## src/sv/mvpm_pkg.sv

```systemverilog
`timescale 1ns / 1ps
// ----------------------------------------------------------------------------
// mvpm_pkg
// Shared types and constants for the stereo sample-playback mixer.
// ----------------------------------------------------------------------------
package mvpm_pkg;

    localparam int MAX_VOICES_DEF   = 16;
    localparam int STORE_FRAMES_DEF = 65536;
    localparam int GAIN_W           = 12;
    localparam int SAMP_W           = 16;
    localparam int LEN_W            = 17;
    localparam int ACC_W            = 40;

    typedef enum logic [1:0] {
        ACT_LOAD  = 2'd0,
        ACT_START = 2'd1,
        ACT_MIX   = 2'd2,
        ACT_NONE  = 2'd3
    } action_t;

    typedef enum logic [2:0] {
        ST_IDLE,
        ST_SCAN,
        ST_READ,
        ST_MUL,
        ST_ACC,
        ST_DONE
    } state_t;

    typedef struct packed {
        logic [1:0]  action;
        logic [15:0] sample_address;
        logic signed [15:0] left_in;
        logic signed [15:0] right_in;
        logic [11:0] voice_volume;
        logic        loop_enable;
        logic [16:0] sound_length;
        logic        buffer_end;
    } in_item_t;

    typedef struct packed {
        logic signed [15:0] left_sample;
        logic signed [15:0] right_sample;
        logic [4:0]  active_voices;
        logic        clipped;
        logic        buffer_end_out;
    } out_item_t;

    // Multiplier control between sequencer and serial multiplier
    typedef struct packed {
        logic go;
        logic busy;
    } mul_ctl_t;

endpackage

```

## src/sv/mvpm_sermul.sv

```systemverilog
`timescale 1ns / 1ps
`default_nettype none
// ----------------------------------------------------------------------------
// mvpm_sermul
// Bit-serial signed x unsigned multiplier, one gain bit per cycle.
// ----------------------------------------------------------------------------
module mvpm_sermul (
    input  wire logic                               clk,
    input  wire logic                               rst_n,
    input  wire logic                               go,
    input  wire logic signed [mvpm_pkg::SAMP_W-1:0] samp_l,
    input  wire logic signed [mvpm_pkg::SAMP_W-1:0] samp_r,
    input  wire logic [mvpm_pkg::GAIN_W-1:0]        gain,
    output logic                                    busy,
    output logic signed [mvpm_pkg::SAMP_W+mvpm_pkg::GAIN_W:0] prod_l,
    output logic signed [mvpm_pkg::SAMP_W+mvpm_pkg::GAIN_W:0] prod_r
);
    localparam int PW = mvpm_pkg::SAMP_W + mvpm_pkg::GAIN_W + 1;

    logic [3:0] cnt_reg, cnt_next;
    logic [mvpm_pkg::GAIN_W-1:0] g_reg, g_next;
    logic signed [PW-1:0] ml_reg, ml_next, mr_reg, mr_next;
    logic signed [PW-1:0] pl_reg, pl_next, pr_reg, pr_next;

    always_comb
    begin
        cnt_next = cnt_reg;
        g_next = g_reg;
        ml_next = ml_reg;
        mr_next = mr_reg;
        pl_next = pl_reg;
        pr_next = pr_reg;
        if (go)
        begin
            cnt_next = 4'(mvpm_pkg::GAIN_W);
            g_next = gain;
            ml_next = PW'(samp_l);
            mr_next = PW'(samp_r);
            pl_next = '0;
            pr_next = '0;
        end
        else if (cnt_reg != 4'd0)
        begin
            if (g_reg[0])
            begin
                pl_next = pl_reg + ml_reg;
                pr_next = pr_reg + mr_reg;
            end
            g_next = g_reg >> 1;
            ml_next = ml_reg <<< 1;
            mr_next = mr_reg <<< 1;
            cnt_next = cnt_reg - 4'd1;
        end
    end

    always_ff @(posedge clk or negedge rst_n)
    begin
        if (!rst_n)
            cnt_reg <= '0;
        else
            cnt_reg <= cnt_next;
    end

    always_ff @(posedge clk)
    begin
        g_reg <= g_next;
        ml_reg <= ml_next;
        mr_reg <= mr_next;
        pl_reg <= pl_next;
        pr_reg <= pr_next;
    end

    assign busy = (cnt_reg != 4'd0);
    assign prod_l = pl_reg;
    assign prod_r = pr_reg;
endmodule
`default_nettype wire

```

## config.mk

```make
export PLATFORM = sky130hd
export DESIGN_NAME = mvpm_sermul
export DESIGN_NICKNAME = d
export VERILOG_FILES = /design/src/sv/mvpm_pkg.sv /design/src/sv/mvpm_sermul.sv
export SDC_FILE = /design/constraint.sdc
export NUM_CORES = 1
export LEC_CHECK = 0
export BUFFER_PORTS_ARGS = -buffer_cell sky130_fd_sc_hd__buf_2
export CAP_MARGIN = 20
export CORE_ASPECT_RATIO = 0.6
export CORE_UTILIZATION = 55
export DETAILED_ROUTE_END_ITERATION = 16
export HOLD_SLACK_MARGIN = 0.1
export PLACE_DENSITY = 0.82
export SKIP_CTS_REPAIR_TIMING = 1
export SLEW_MARGIN = 20
export SYNTH_ARGS = -nofsm -noshare
export SYNTH_HDL_FRONTEND = slang
export SYNTH_SLANG_ARGS = --single-unit
```

## constraint.sdc

```tcl
create_clock -name clk -period 9.8 [get_ports clk]
set_clock_uncertainty 0.15 [all_clocks]
set_input_delay 0.98 -clock clk [delete_from_list [all_inputs] [get_ports clk]]
set_output_delay 0.98 -clock clk [all_outputs]
set_load 0.1 [all_outputs]
```

==> results of run 1 <==
-- synthesized netlist by cell type, types with 3 or more instances --
library cell | instances | share of area, %
nand4_1 | 7 | 0.56
inv_1 | 46 | 2.2
nor3_1 | 10 | 0.63
xnor2_1 | 28 | 3.1
a211oi_1 | 18 | 1.7
edfxtp_1 | 70 | 27
dfxtp_1 | 58 | 15
buf_1 | 4 | 0.19
a31o_2 | 5 | 0.56
a31oi_1 | 7 | 0.56
and2_1 | 8 | 0.63
or2_2 | 7 | 0.56
xor2_1 | 7 | 0.78
dfrtp_1 | 4 | 1.3
and3_1 | 6 | 0.48
ha_1 | 58 | 9.2
mux2_2 | 40 | 5.7
o31ai_1 | 4 | 0.38
o21ai_0 | 63 | 4.0
a21oi_1 | 89 | 5.6
o21bai_1 | 9 | 0.86
nand3b_1 | 3 | 0.29
a2111oi_0 | 3 | 0.33
or3_1 | 4 | 0.32
nand2b_1 | 3 | 0.24
a21o_1 | 27 | 2.6
o21a_1 | 4 | 0.38
nor2_1 | 40 | 1.9
o211ai_1 | 5 | 0.48
nand3_1 | 26 | 1.6
nand2_1 | 84 | 4.0
clkbuf_1 | 29 | 1.4
or4_1 | 4 | 0.38
-- final timing paths --
kind                             from         end  slack (ns)
min in group clk           prod_r[10]  prod_r[10]        0.33
max in group asynchronous       rst_n  cnt_reg[2]        9.19
min                             rst_n  cnt_reg[3]        0.20
max                         ml_reg[0]  prod_l[22]        6.42
min reg2reg                prod_r[10]  prod_r[10]        0.33
max reg2reg                 ml_reg[0]  prod_l[22]        6.42
-- routing by layer --
layer  GRT usage (%)  vias up  wire (µm)
met5               0        -          0
met4            8.42        0        225
met3            4.68       21       1120
met2            39.2      213       7600
met1            38.0     3077       9350
li1                -     3230          -
-- where the power goes --
group	switching, mW	internal (mW)
sequential	0.0721	0.673
combinational	0.731	0.301
clock	0.271	0.382
-- cells by family (layout without fill, tap and decap cells) --
family	count (synthesis)	after routing	synth area share (%)
flip-flops	132	132	42.6
adder cells (fa/ha/maj)	60	60	9.71
XOR/XNOR	35	35	3.89
buffers and inverters	80	185	3.82
AO/OA/AOI/OAI	259	259	20.5
multiplexers	42	42	5.96
AND/OR/NAND/NOR	216	216	13.5
-- stage by stage --
step           instance area [µm²]  hold WS [ns]
5_1_grt                       9150         0.198
3_3_place_gp                  8550         0.311
4_1_cts                       9150         0.195
3_5_place_dp                  8550         0.316
2_1_floorplan                 7890         0.352
6_report                      9150         0.197
-- worst max-delay path, delay by kind of cell (launching register included) --
kind | cells | cell delay (ns)
compound gates | 4 | 1.02
fa+ha+maj | 2 | 0.69
flops | 1 | 0.38
simple gates | 4 | 1.08
-- final cells by class --
type | instances | area (µm²) | share of cell area (%)
clock inverters | 15 | 174 | 1.90
multi-input cells | 612 | 4230 | 46.3
flip-flops and latches | 132 | 3360 | 36.7
inverters | 46 | 173 | 1.89
repair buffers | 107 | 543 | 5.93
clock buffers | 17 | 425 | 4.65
well taps | 192 | 240 | 2.62
==> results.md, run 1 <==
- Status: finished clean
- Count of cell types in the netlist: 66
- Clk Latency, worst-skew pair: between 0.4 and 0.5 ns
- Prevailing post-synth register cell: edfxtp_1
- WS Path Type: reg2reg
- Layout cells sized above 1: 21.9%
- DR vias: around 6,500
- Diode count: 0
- DR DRC count: 0
- Sequential share of the synthesized area: 42.6%
- Worst EP required: 10.02 ns
- Power Density: 265 mW/mm²
- Relative slew slack: a little under 30%
- TritonCTS Buffers: 17
- Vert. Die Dim: 94.8 µm
- Final std cells w/o fill: around 1,100
- Global-route wire length before repair: about 30,000 µm
- Overall power: around 2.4 mW
- RD Place Congestion: about 0.86
- Total gr overflow: 0
- Final Max Tran Viols: 0
- Clk pin slew, worst setup/hold paths: 0.06 ns
- Post-Syn Area: 0.00789 mm²
- EDFF count, synth: 70
- Number of fillers in the final layout: 1,113
- Post-Route WL: 18,300 µm
- Die ar.: 0.0148 mm²
- DP Worst Slack: just over 6 ns
- Final Hold Fails: 0
- Commonest non-fill, non-tap cell in the layout: buf_2
- Post-DR vias/cell: 5.83
- Clk root buf: clkbuf_16
- Setup violators final: 0
- Core area: 0.0138 mm²
- Avg Inst Size Synth: 9.57 µm²
- Crit path max-delay cell type: or4b_1
- Yosys warnings: 0
- Starting Density: between 50% and 60%
- WP data arrival: 3.59 ns
- Ys async rst share: 3.03%
- Fin util: 66.2%
- ANT nets after route: 0
- Pleak: ~4.2 nW
- Cell count after synthesis: a little over 800
- Synthesis-to-finish area growth: 16.0%
- Clock tree buffer depth: 2
- Drt pass-1 iters: 5
- Seq cells post-synth: 132
- Final Cycle Share: 34.4%
- Die X: 157 µm
- Std-Cell Rows: 33
- Number of global-route vias before repair: roughly 6,100
- Worst-path fanout max: 4
- Fin worst setup slack: 6.42 ns
- Clock sink count: about 130
- Length in cells of the worst reg-to-reg path: 10
- Max_cap viols: 0
- RSZ-0062 raised after global routing: false
- CTS HTree Levels: 4
- Critical path endpoint category: flop
- CP peak stage delay: 0.48 ns
- Startpoint Class: flop
- Syn Nets: 931
- Gr usage total: 26.1%
- Pin slew with the least headroom to its limit: 1.06 ns
- Detailed router's first-iteration violation count: 484
- TritonCTS clock tree: yes
- Crit-path cells: ha_1, fa_1, a211oi_2, nor4_4, nor4_4, o41ai_4, o21ai_0, a21oi_1, or4b_1, nand3_1
- Initial antenna violation count: 0
- Drt wl/cell: ~16 µm
- Most frequent cells in the layout: buf_2, a21oi_1, nand2_1
- Nets: 1,023
- Min cycle time layout: 3.38 ns
- Critical Path Most Common Cell: nor4_4
- Post-route setup TNS: 0 ns
- Placed cells: 1,089
- # IOs: 106
- Final HPWL DP: between 10,000 and 15,000 µm
- IO buf count: 105
- Pin count of the biggest net entering global routing: 75
- Hold crit path type: in2async
- Fmax: 296 MHz
- Max IR drop VDD: approximately 170 µV
No activity file was read; power rests on OpenSTA's default activity.
==> inputs of run 2 (changes only) <==
clock period = 3.2 ns   (was 9.8 ns; I/O delays follow)
==> run 2 against run 1 <==
  * Flip-flop and latch count unchanged
  * Register-to-register slack worse by 6.3 ns
  * Global-route usage up 0.41 points
  * Maximum frequency up 11%
  * Power rose to 3.1 times the previous value
  * First-iteration DRC count up 6.2%
  * Cell area up 6.4%
  * Count of clock-buffer cells in the layout unchanged
  * Critical endpoint is now prod_l[28]
==> results.md, run 2 (same netlist as run 1, synthesis figures left out) <==
- Delay-heaviest family, CP: compound AO/OA/AOI/OAI gates
- Die ar.: 0.0148 mm² (unchanged)
- TritonCTS Buffers: 17 (unchanged)
- CTS HTree Levels: 4 (unchanged)
- Final std cells w/o fill: 1,177 (+5.0%)
- Reg2reg setup slack: 0.15 ns (-6.27 ns)
- Nets: 1,079 (+5.5%)
- Register Area: 0.00339 mm² (+0.89%)
- Total gr overflow: 0 (unchanged)
- Startpoint Class: flop
- Core area: 0.0138 mm² (unchanged)
- Fmax: 328 MHz (+11%)
- Max IR drop VDD: 479 µV (+180%)
- WP data arrival: 3.23 ns (-0.36 ns)
- Setup violators final: 0 (unchanged)
- Final Cycle Share: 95.3% (+61 points)
- Most frequent cells in the layout: buf_2, a21oi_1, nand2_1
- Diode count: 0 (unchanged)
- Buf/Inv on CP: 0 (unchanged)
- Clock sink count: 132 (unchanged)
- Critical Path Most Common Cell: nor4_4
- # IOs: 106 (unchanged)
- Clk root buf: clkbuf_16
- Max_cap viols: 0 (unchanged)
- DR DRC count: 0 (unchanged)
- WS Path Type: reg2reg
- Detailed router's first-iteration violation count: 514 (+6.2%)
- DP Worst Slack: 0.0268 ns (-6.08 ns)
- RSZ-0062 raised after global routing: false
- Drt pass-1 iters: 5 (unchanged)
- Vert. Die Dim: 94.8 µm (unchanged)
- Commonest non-fill, non-tap cell in the layout: buf_2
- Crit-path cells: ha_1, fa_2, a211oi_4, nor4_4, nor4_4, o41ai_4, o211ai_2, a31oi_1, or4_1, a21oi_1
- Footprint of the multi-input gates: 0.00425 mm² (+0.35%)
- Number of fillers in the final layout: 1,047 (-5.9%)
- Die X: 157 µm (unchanged)
- DR vias: 6,856 (+4.8%)
- TritonCTS clock tree: yes
- Post-Route WL: 19,700 µm (+7.9%)
- Worst R2R End: prod_l[28]
- Pleak: 4.43 nW (+6.0%)
- Clock tree buffer depth: 2 (unchanged)
- Crit path max-delay cell type: or4_1
- Gr usage total: 26.5% (+0.41 points)
- Post-DR vias/cell: 5.82 (-0.17%)
- Pin slew with the least headroom to its limit: 0.699 ns (-0.358 ns)
- Clk pin slew, worst setup/hold paths: 0.06 ns (about the same)
- Fin worst setup slack: 0.151 ns (-6.27 ns)
- Worst EP required: 3.38 ns (-6.64 ns)
- Final HPWL DP: 13,100 µm (+5.6%)
- Placed cells: 1,101 (+1.1%)
- Drt wl/cell: 16.8 µm (+2.8%)
- RD Place Congestion: 0.889 (+2.8%)
- Final Max Tran Viols: 0 (unchanged)
- ANT nets after route: 0 (unchanged)
- Global-route wire length before repair: 30,600 µm (+1.2%)
- Status: finished clean
- Overall power: 7.56 mW (+210%)
- Synthesis-to-finish area growth: 23.4%
- Length in cells of the worst reg-to-reg path: 10 (unchanged)
- Worst-path fanout max: 4 (unchanged)
- Starting Density: 57.0% (unchanged)
- Hold crit path type: in2async
- Final Hold Fails: 0 (unchanged)
- IO buf count: 105 (unchanged)
- Min cycle time layout: 3.05 ns (-0.327 ns)
- Std-Cell Rows: 33 (unchanged)
- Critical path endpoint category: flop
- Power Density: 777 mW/mm² (+190%)
- Initial antenna violation count: 0 (unchanged)
- Clk Latency, worst-skew pair: 0.42 ns (about the same)
- Layout cells sized above 1: 24.4% (+2.5 points)
- Reg-to-Reg Start: ml_reg[0]
- Pin count of the biggest net entering global routing: 61 (-19%)
- Number of global-route vias before repair: 6,108 (-0.26%)
- Relative slew slack: 53.4% (+24 points)
- CP peak stage delay: 0.47 ns (about the same)
-- run 2: cell count changes in the layout (fill, tap and decap cells not counted), sizes merged --
cell,change
buf,+13
dlygate4sd3,+43
-- run 2: worst register-to-register path, cell delays in order (launching register included) --
cell and delay [ns]:
edfxtp_1 0.40, ha_1 0.26, fa_2 0.41, a211oi_4 0.33
nor4_4 0.09, nor4_4 0.24, o41ai_4 0.14, o211ai_2 0.19
a31oi_1 0.12, or4_1 0.47, a21oi_1 0.17
-- run 2: layout make-up --
| cell class | count | share of cell area (%) |
|---|---|---|
| Multi-Input combinational cell | 612 | 43.7 |
| Sequential cell | 132 | 34.9 |
| Timing Repair Buffer | 163 | 11.1 |
| Clock buffer | 17 | 4.37 |
| Tap cell | 192 | 2.47 |
| Inverter | 46 | 1.77 |
| Clock inverter | 15 | 1.75 |
-- run 2: layer usage --
metal | vias up | part of all wire, % | track usage [%]
met2 | 291 | 44 | 41.0
met1 | 3208 | 48 | 38.4
met4 | 0 | 0.65 | 4.90
met3 | 20 | 7.3 | 5.51
li1 | 3337 | - | -
met5 | - | 0 | 0
-- run 2: worst max-delay path by stage --
stage	slack, ns	depth (start not counted)	end	start
final	0.15	10	prod_l[28]	ml_reg[0]
after CTS	-0.01	10	prod_l[28]	ml_reg[0]
after detailed placement	0.03	10	prod_l[28]	ml_reg[0]
after global routing	0.02	10	prod_l[28]	ml_reg[0]
after floorplan	0.002	9	prod_r[28]	prod_r[21]
after global placement	0.09	10	prod_l[28]	ml_reg[0]
-- run 2: report_power, final --
group | switching (mW) | internal, mW | leakage (nW)
clock network | 0.810 | 1.17 | 0.281
registers | 0.221 | 2.07 | 1.29
logic | 2.29 | 1.01 | 2.86
total | 3.32 | 4.25 | 4.43
-- run 2: metrics by stage --
step	cell area [µm²]	TNS [ns]	util [%]	hold WS, ns
after floorplan	7930	0	-	-0.126
after detailed placement	8690	0	62.8	-0.0185
after global placement	8690	0	62.8	-0.0171
final	9730	0	70.4	0.0817
after CTS	9280	-0.0144	67.1	-0.454
after global routing	9730	0	70.4	0.105
